[src/design/atan2_rational_approx_macros.svh]
// Assertion macros for the arctangent block.
// Included by atan2_rational_approx, the module that carries concurrent assertions.
`ifndef ATAN2_RATIONAL_APPROX_MACROS_SVH
`define ATAN2_RATIONAL_APPROX_MACROS_SVH
`ifndef ASSERT_OFF
`define AR_ASSERT(label, clk, rst_n, prop) \
    label: assert property (@(posedge clk) disable iff (!rst_n) prop) else $error("%m failed");
`define AR_ASSERT_NEXT(label, clk, rst_n, cond, nxt) \
    label: assert property (@(posedge clk) disable iff (!rst_n) cond |=> nxt) else $error("%m failed");
`else
`define AR_ASSERT(label, clk, rst_n, prop)
`define AR_ASSERT_NEXT(label, clk, rst_n, cond, nxt)
`endif
`endif

[src/design/atan2_div_cell.sv]
// One restoring division step: one quotient bit per cell.
// The low dividend bits enter through the top of the quotient register.
// Depends on nothing.
module atan2_div_cell #(
    parameter int DW = 17,
    parameter int QW = 17
) (
    input  logic          clk,
    input  logic          en,
    input  logic [DW:0]   rem_in,
    input  logic [DW-1:0] den_in,
    input  logic [QW-1:0] q_in,
    output logic [DW:0]   rem_out,
    output logic [DW-1:0] den_out,
    output logic [QW-1:0] q_out
);
    logic [DW+1:0] sh;
    logic          ge;
    logic [DW:0]   rem_next;
    logic [QW-1:0] q_next;

    always_comb
    begin
        sh = {rem_in, q_in[QW-1]};
        ge = sh >= {2'b00, den_in};
        rem_next = ge ? (DW+1)'(sh - {2'b00, den_in}) : sh[DW:0];
        q_next = {q_in[QW-2:0], ge};
    end

    always_ff @(posedge clk)
    begin
        if (en)
        begin
            rem_out <= rem_next;
            den_out <= den_in;
            q_out <= q_next;
        end
    end
endmodule

[config.mk]
export PLATFORM = sky130hd
export DESIGN_NAME = atan2_div_cell
export DESIGN_NICKNAME = d
export VERILOG_FILES = /design/src/design/atan2_rational_approx_macros.svh /design/src/design/atan2_div_cell.sv
export SDC_FILE = /design/constraint.sdc
export NUM_CORES = 1
export LEC_CHECK = 0
export ABC_AREA = 1
export BUFFER_PORTS_ARGS = -buffer_cell sky130_fd_sc_hd__clkbuf_2
export CAP_MARGIN = 30
export CELL_PAD_IN_SITES_DETAIL_PLACEMENT = 1
export CELL_PAD_IN_SITES_GLOBAL_PLACEMENT = 2
export CORE_UTILIZATION = 28
export CTS_CLUSTER_DIAMETER = 30
export DETAILED_ROUTE_END_ITERATION = 6
export GPL_TIMING_DRIVEN = 0
export PLACE_DENSITY = 0.87
export SKIP_CTS_REPAIR_TIMING = 1
export SYNTH_ARGS = -nofsm -noshare
export SYNTH_HDL_FRONTEND = slang
export SYNTH_SLANG_ARGS = --single-unit
[constraint.sdc]
create_clock -name clk -period 2.6 [get_ports clk]
set_clock_uncertainty 0.1 [all_clocks]
set_input_delay 0.52 -clock clk [delete_from_list [all_inputs] [get_ports clk]]
set_output_delay 0.52 -clock clk [all_outputs]
set_load 0.01 [all_outputs]
Word level (Yosys, flattened, before mapping)
Index checks and enable logic that the tools add are counted.

Flip-flop bits (word level): 52. Word-level logic and storage cells: 6.

Add/sub/neg operators: 1. Magnitude comparators: 1. Muxes and demuxes: 1.

Operators with widths (number): $ge 19x17->1 (1); $mux 18 (1); $sub 18x17->18 (1).

Longest topological paths before layout
Gate-level depths: netlist of the first run.

Depth after elaboration: 2. Depth in mapped cells: 14.

Worst setup path after synthesis of the first run
Ideal clock, no wire load.

Path type: input to register. Start point: input port q_in[16]. End point: register rem_out[10] (data pin). Library setup time: 252 ps. Arrival time: 1756 ps. Setup slack: 492 ps. Cell stages on the path: 14. Path through: inv_1 > ha_1 > inv_1 > fa_1 > nand2_1 > nand2_1 > nand2_1 > o21bai_1 > nand2_1 > nand2_1 > nand2_1 > nand2_1 > nand2_1 > nand2_1.

Cells in the longest elaborated chain, start to end: 2. Elaborated cells between the ends (all ways): 3. Those cells by class: add/sub (1); order compare (1); mux (1).

RTL lines: start, declared (RTL line atan2_div_cell.sv:12) `input logic [QW-1:0] q_in,`; $sub 18x17->18 / $ge 19x17->1 (equally long branches) (RTL line atan2_div_cell.sv:26, atan2_div_cell.sv:25); $mux 18 * (RTL line atan2_div_cell.sv:26) `rem_next = ge ? (DW+1)'(sh - {2'b00, den_in}) : sh[DW:0];`; named net rem_next[10] (RTL line atan2_div_cell.sv:19) `logic [DW:0] rem_next;`; end signal, assigned (RTL line atan2_div_cell.sv:34) `rem_out <= rem_next;`; end, declared (RTL line atan2_div_cell.sv:13) `output logic [DW:0] rem_out,`.

Mark *: on every way through the listed nets, which the timed path passes. The rest lies on a longest branch. A chain may end at the register's enable or synchronous reset.

Final worst setup path of the first run
Start point: input port q_in[16]. End point: register rem_out[14] (data pin).

The elaborated chain is that of the path after synthesis.

==> results of run 1 <==
==> layout make-up <==
| cell class | instances | share of cell area |
|---|---|---|
| plain buffers | 2 | 0.00581 |
| well taps | 136 | 0.0439 |
| clock inverters | 2 | 0.00419 |
| flip-flops and latches | 52 | 0.403 |
| inverters | 71 | 0.0687 |
| clock buffers | 6 | 0.0187 |
| multi-input cells | 240 | 0.315 |
| repair buffers | 106 | 0.141 |
==> state kept, by name, indices dropped and copies added (netlist names) <==
| name | cells |
|---|---|
| den_out | 17 |
| q_out | 17 |
| rem_out | 18 |
==> per-stage QoR <==
step / util / cells / hold WS [ns] / worst slack [ns]
after floorplan: - / 365 / 0.519 / 0.492
after global placement: 0.360 / 606 / 0.597 / 0.0779
after detailed placement: 0.362 / 607 / 0.599 / 0.0609
after CTS: 0.371 / 615 / 0.269 / 0.374
after global routing: 0.371 / 615 / 0.259 / 0.227
final: 0.371 / 615 / 0.281 / 0.415
==> worst max-delay path, cell delays in order <==
cell and delay [ns]:
clkbuf_2 0.08, inv_1 0.04, ha_1 0.16, inv_1 0.10, fa_1 0.23, nand2_1 0.07
nand2_1 0.11, nand2_1 0.10, o21bai_1 0.34, nand2_1 0.14, nand2_1 0.09, nand2_1 0.05
nand3_1 0.07, nand2_1 0.05
==> synthesized netlist by cell type (all sizes together), types with 2 or more instances <==
cell / instances
nand4: 2
nand2: 161
nand3b: 4
nor2: 21
edfxtp: 52
ha: 17
clkinv: 2
nand3: 12
buf: 2
xor2: 6
o21ai: 2
a21oi: 10
inv: 69
==> metal layers <==
layer	track usage	wire, microns
met5	0	0
met4	0.0440	108
met3	0.0249	321
met2	0.249	3620
met1	0.183	3710
==> logic make-up (layout without fill, tap and decap cells) <==
logic type | Yosys count | count (layout) | synth area share
AOI/OAI and AO/OA | 13 | 13 | 0.0269
xor gates and xnor gates | 7 | 7 | 0.0199
and+or+nand+nor | 202 | 202 | 0.276
buffers and inverters | 73 | 187 | 0.0940
adders and majority gates | 18 | 18 | 0.0757
DFF | 52 | 52 | 0.508
==> worst min path at each step <==
stage / endpoint / cells after the start / startpoint / slack (ns)
floorplan: den_out[0]$_DFFE_PP_ / 0 / den_in[0] / 0.52
global placement: q_out[16]$_DFFE_PP_ / 1 / q_in[15] / 0.60
detailed placement: q_out[3]$_DFFE_PP_ / 1 / q_in[2] / 0.60
CTS: q_out[3]$_DFFE_PP_ / 1 / q_in[2] / 0.27
global route: q_out[15]$_DFFE_PP_ / 1 / q_in[14] / 0.26
finish: q_out[15]$_DFFE_PP_ / 1 / q_in[14] / 0.28
==> power breakdown <==
part	internal [mW]	leakage, nW	switching, mW
Clock	0.192	0.0414	0.279
Sequential	1.03	0.509	0.0226
Combinational	0.206	1.52	0.324
==> qor.csv, run 1 <==
stage,metric,value,unit
synthesis,synth warn,0,
clock_network,CTS Root Cell,clkbuf_8,
clock_network,CTS tree,yes,
synthesis,Syn Inst Count,365,
hold_path,min-delay worst type,in -> reg,
worst_setup_path,Setup crit end kind,register,
power_and_ir_drop,Tot Pwr,2.05,mW
finish,Layout Area Growth over Synthesis,26.2,%
synthesis,sequential fraction of the synthesis area,0.508,
placement,Final GP Congestion,0.728,
sta,Worst slew margin,0.602,
finish,post-route cell area,0.00388,sq mm
finish,Ant. Diodes,0,
die,Die Area,0.0114,sq mm
finish,"commonest non-fill, non-tap cells in the layout","nand2_1 (158), clkbuf_2 (105), inv_1 (64), edfxtp_1 (52), nor2_1 (19)",
worst_setup_path,Startpoint Class,input pin,
finish,Storage cell area,0.00156,sq mm
clock_network,"Clk pin slew, worst setup/hold paths",0.09,ns
clock_network,Clock Tree Buf Depth,2,
drt,post-route ant nets,0,
grt,largest net degree at the start of global routing,31,
die,row cnt,37,
sta,setup repair after global routing missed its margin,false,
synthesis,Synth cell types,27,
worst_setup_path,CP startpoint,q_in[16],
grt,All-Layer GR Usage,0.144,
worst_setup_path,critical path class,in -> reg,
power_and_ir_drop,worst vdd ir,219,uV
power_and_ir_drop,Lkg Pwr,2.07,nW
drt,DR vias,2656,
die,io pins,106,
synthesis,Post-Syn Area per Cell,8.42,sq um
sta,final setup violation count,0,
grt,vias in the first global route,2769,
finish,Fill cells,1321,
synthesis,syn nets,437,
placement,Port Buffers,105,
sta,Max Freq,458,MHz
power_and_ir_drop,Power Density,529,mW/mm^2
drt,Iteration-0 DRC Markers,51,
synthesis,leading post-synthesis cells by cell area,"edfxtp_1 (51%), nand2_1 (19%), inv_1 (7.8%), ha_1 (6.9%), nor2_1 (2.3%)",
flow_run,maxcap violations,0,
die,y dimension of the die,107,microns
clock_network,H-tree levels,2,
placement,post-DP HPWL,6340,microns
sta,setup TNS,0,ns
drt,DRC viols,0,
synthesis,post-synthesis cell area,0.00307,sq mm
sta,period utilization,0.840,
grt,aggregate global routing overflow,0,
finish,layout cells sized above 1,0.273,
sta,Fin. Hold Viols,0,
drt,DRT Wirelength,7760,microns
sta,Worst-Margin Slew,0.598,ns
worst_setup_path,WP data arrival,2.16,ns
worst_setup_path,CP max FO,3,
clock_network,clock sinks,52,
clock_network,CTS Buf Count,5,
synthesis,Post-synth ARST share,0,
die,Initial Util,0.294,
synthesis,number of synthesized flops with an enable pin,52,
die,core area,0.0105,sq mm
synthesis,Yosys top cell area share,0.508,
synthesis,register bit total from synthesis,52,
finish,area of the multi-input gates,0.00122,sq mm
synthesis,Synth area leader,edfxtp_1,
worst_setup_path,"Data required, critical path",2.57,ns
grt,initial antenna violation count,0,
die,Die X-Extent,107,microns
sta,Final Slew Violations,0,
outcome,run status,finished clean,
drt,Pre-antenna DRT Iters,6,
grt,first-pass GRT wire length,12800,microns
finish,NumNets Final,550,
finish,"most common cell after layout, fill and taps aside",nand2_1,
worst_setup_path,worst setup path endpoint,rem_out[14]$_DFFE_PP_,
drt,routed vias/inst,4.32,
drt,WL/cell,12.6,microns
placement,Placed Area,0.00379,sq mm
sta,min Tclk post-route,2.18,ns
synthesis,Synth Flop Type,edfxtp_1,
(Power assumes the default switching activity.)
==> run 2, diff against run 1 <==
==> constraint.sdc (replaced) <==
create_clock -name clk -period 2.3 [get_ports clk]
set_clock_uncertainty 0.1 [all_clocks]
set_input_delay 0.46 -clock clk [delete_from_list [all_inputs] [get_ports clk]]
set_output_delay 0.46 -clock clk [all_outputs]
set_load 0.01 [all_outputs]
==> qor.csv, run 2 (synthesis gave the netlist of run 1 again) <==
stage,metric,value,unit,change
finish,Biggest register,rem_out,,
clock_network,CTS Root Cell,clkbuf_8,,
die,row cnt,37,,unchanged
power_and_ir_drop,switching pwr,707,uW,+13%
flow_run,maxcap violations,0,,unchanged
drt,post-route ant nets,0,,unchanged
placement,Final GP Congestion,0.728,,unchanged
grt,All-Layer GR Usage,0.144,,unchanged
hold_path,hold depth,1,,unchanged
die,y dimension of the die,107,microns,unchanged
power_and_ir_drop,Lkg Pwr,2.08,nW,+0.14%
finish,Ant. Diodes,0,,unchanged
sta,Fin. Hold Viols,0,,unchanged
worst_setup_path,"Data required, critical path",2.29,ns,-0.28 ns
drt,routed vias/inst,4.32,,unchanged
die,Die Area,0.0114,sq mm,unchanged
finish,"most common cell after layout, fill and taps aside",nand2_1,,
worst_setup_path,crit-path cells,clkbuf_2 > inv_1 > ha_1 > nand2_1 > nand2_1 > inv_1 > nand2_1 > clkinv_1 > nand2_1 > nand2_2 > nand3_2 > nor2_4 > buf_6 > a21oi_2,,
die,Initial Util,0.294,,unchanged
hold_path,WHS Endpoint,q_out[15]$_DFFE_PP_,,
grt,vias in the first global route,2769,,unchanged
die,core area,0.0105,sq mm,unchanged
finish,Final Util,0.371,,about the same
grt,largest net degree at the start of global routing,31,,unchanged
placement,post-DP HPWL,6340,microns,unchanged
worst_setup_path,CP startpoint,den_in[10],,
power_and_ir_drop,Internal,1.61,mW,+13%
die,Die X-Extent,107,microns,unchanged
clock_network,CTS tree,yes,,
worst_setup_path,slowest library cell on the worst path,ha_1,,
drt,DRT Wirelength,7770,microns,about the same
die,io pins,106,,unchanged
sta,Worst-Margin Slew,0.598,ns,unchanged
drt,Pre-antenna DRT Iters,6,,unchanged
power_and_ir_drop,Tot Pwr,2.32,mW,+13%
drt,WL/cell,12.6,microns,about the same
finish,max reg flops,18,,unchanged
placement,Port Buffers,105,,unchanged
clock_network,"Clk pin slew, worst setup/hold paths",0.10,ns,about the same
finish,Fill cells,1321,,unchanged
worst_setup_path,CP max FO,10,,+7
power_and_ir_drop,clock power share,0.229,,about the same
drt,DRC viols,0,,unchanged
worst_setup_path,critical path class,in -> reg,,
grt,initial antenna violation count,0,,unchanged
clock_network,clock sinks,52,,unchanged
power_and_ir_drop,worst vdd ir,247,uV,+13%
drt,Iteration-0 DRC Markers,49,,-3.9%
grt,first-pass GRT wire length,12800,microns,unchanged
clock_network,H-tree levels,2,,unchanged
sta,final worst setup slack,0.212,ns,-0.203 ns
worst_setup_path,Setup crit end kind,register,,
drt,DR vias,2656,,unchanged
power_and_ir_drop,Reg power frac,0.512,,about the same
worst_setup_path,Most Frequent Cell on Critical Path,nand2_1,,
finish,"commonest non-fill, non-tap cells in the layout","nand2_1 (158), clkbuf_2 (105), inv_1 (64), edfxtp_1 (52), nor2_1 (19)",,
sta,Max Freq,479,MHz,
sta,final setup violation count,0,,unchanged
sta,Final Slew Violations,0,,unchanged
hold_path,Worst Hold Launch,q_in[14],,
finish,layout cells sized above 1,0.276,,+0.00209
worst_setup_path,Startpoint Class,input pin,,
clock_network,CTS Buf Count,5,,unchanged
finish,NumNets Final,550,,unchanged
finish,Layout Area Growth over Synthesis,26.3,%,about the same
grt,aggregate global routing overflow,0,,unchanged
sta,hold_ws,0.221,ns,-0.0601 ns
sta,period utilization,0.908,,
outcome,run status,finished clean,,
sta,Worst slew margin,0.602,,unchanged
power_and_ir_drop,combinational share of power,0.259,,about the same
clock_network,Clock Tree Buf Depth,2,,unchanged
finish,Largest regs,"rem_out x18, den_out x17, q_out x17",,
power_and_ir_drop,Power Density,597,mW/mm^2,+13%
power_and_ir_drop,sw frac,0.305,,about the same
placement,setup slack at placement,-0.179,ns,-0.240 ns
sta,min Tclk post-route,2.09,ns,
worst_setup_path,Max stage delay on crit path,0.34,ns,about the same
hold_path,min-delay worst type,in -> reg,,
worst_setup_path,WP data arrival,2.07,ns,-0.09 ns
sta,setup repair after global routing missed its margin,false,,
-- run 2: power groups by stage --
stage	clock (mW)	sequential [mW]	combinational, mW
3_3_place_gp	0	1.21	0.594
2_1_floorplan	0	1.26	0.303
5_1_grt	0.594	1.20	0.694
4_1_cts	0.566	1.19	0.614
6_report	0.531	1.19	0.601
3_5_place_dp	0	1.21	0.610
-- run 2: cell type report --
class / count / area, sq um / share of cell area
plain buffers: 2 / 22.5 / 0.00580
flip-flops and latches: 52 / 1560 / 0.402
multi-input cells: 240 / 1230 / 0.316
clock buffers: 6 / 72.6 / 0.0187
repair buffers: 106 / 546 / 0.141
inverters: 71 / 267 / 0.0686
well taps: 136 / 170 / 0.0438
clock inverters: 2 / 16.3 / 0.00419
-- run 2: worst max-delay path: cells and delay by family --
kind | cells | cell delay, ns
buffers and inverters | 5 | 0.48
and+or+nand+nor | 7 | 0.76
AOI/OAI and AO/OA | 1 | 0.04
adders and majority gates | 1 | 0.34
-- run 2: metal layers --
layer,track usage,vias up,routed length [microns]
li1,-,1354,-
met1,0.183,1227,3700
met2,0.249,68,3640
met3,0.0249,7,321
met4,0.0440,0,108
met5,0,-,0
-- run 2: stage by stage --
step,TNS [ns],instances,instance area [sq um]
after floorplan,0,365,3070
after global placement,-1.94,606,3770
after detailed placement,-2.38,607,3790
after CTS,0,615,3880
after global routing,0,615,3880
final,0,615,3880
-- run 2: how the worst max path moves through the flow --
stage	to	slack, ns	cells past startpoint
after floorplan	rem_out[10]$_DFFE_PP_	0.25	14
after global placement	rem_out[17]$_DFFE_PP_	-0.16	14
after detailed placement	rem_out[14]$_DFFE_PP_	-0.18	14
after CTS	rem_out[14]$_DFFE_PP_	0.13	14
after global routing	rem_out[6]$_DFFE_PP_	0.03	15
final	rem_out[17]$_DFFE_PP_	0.21	14
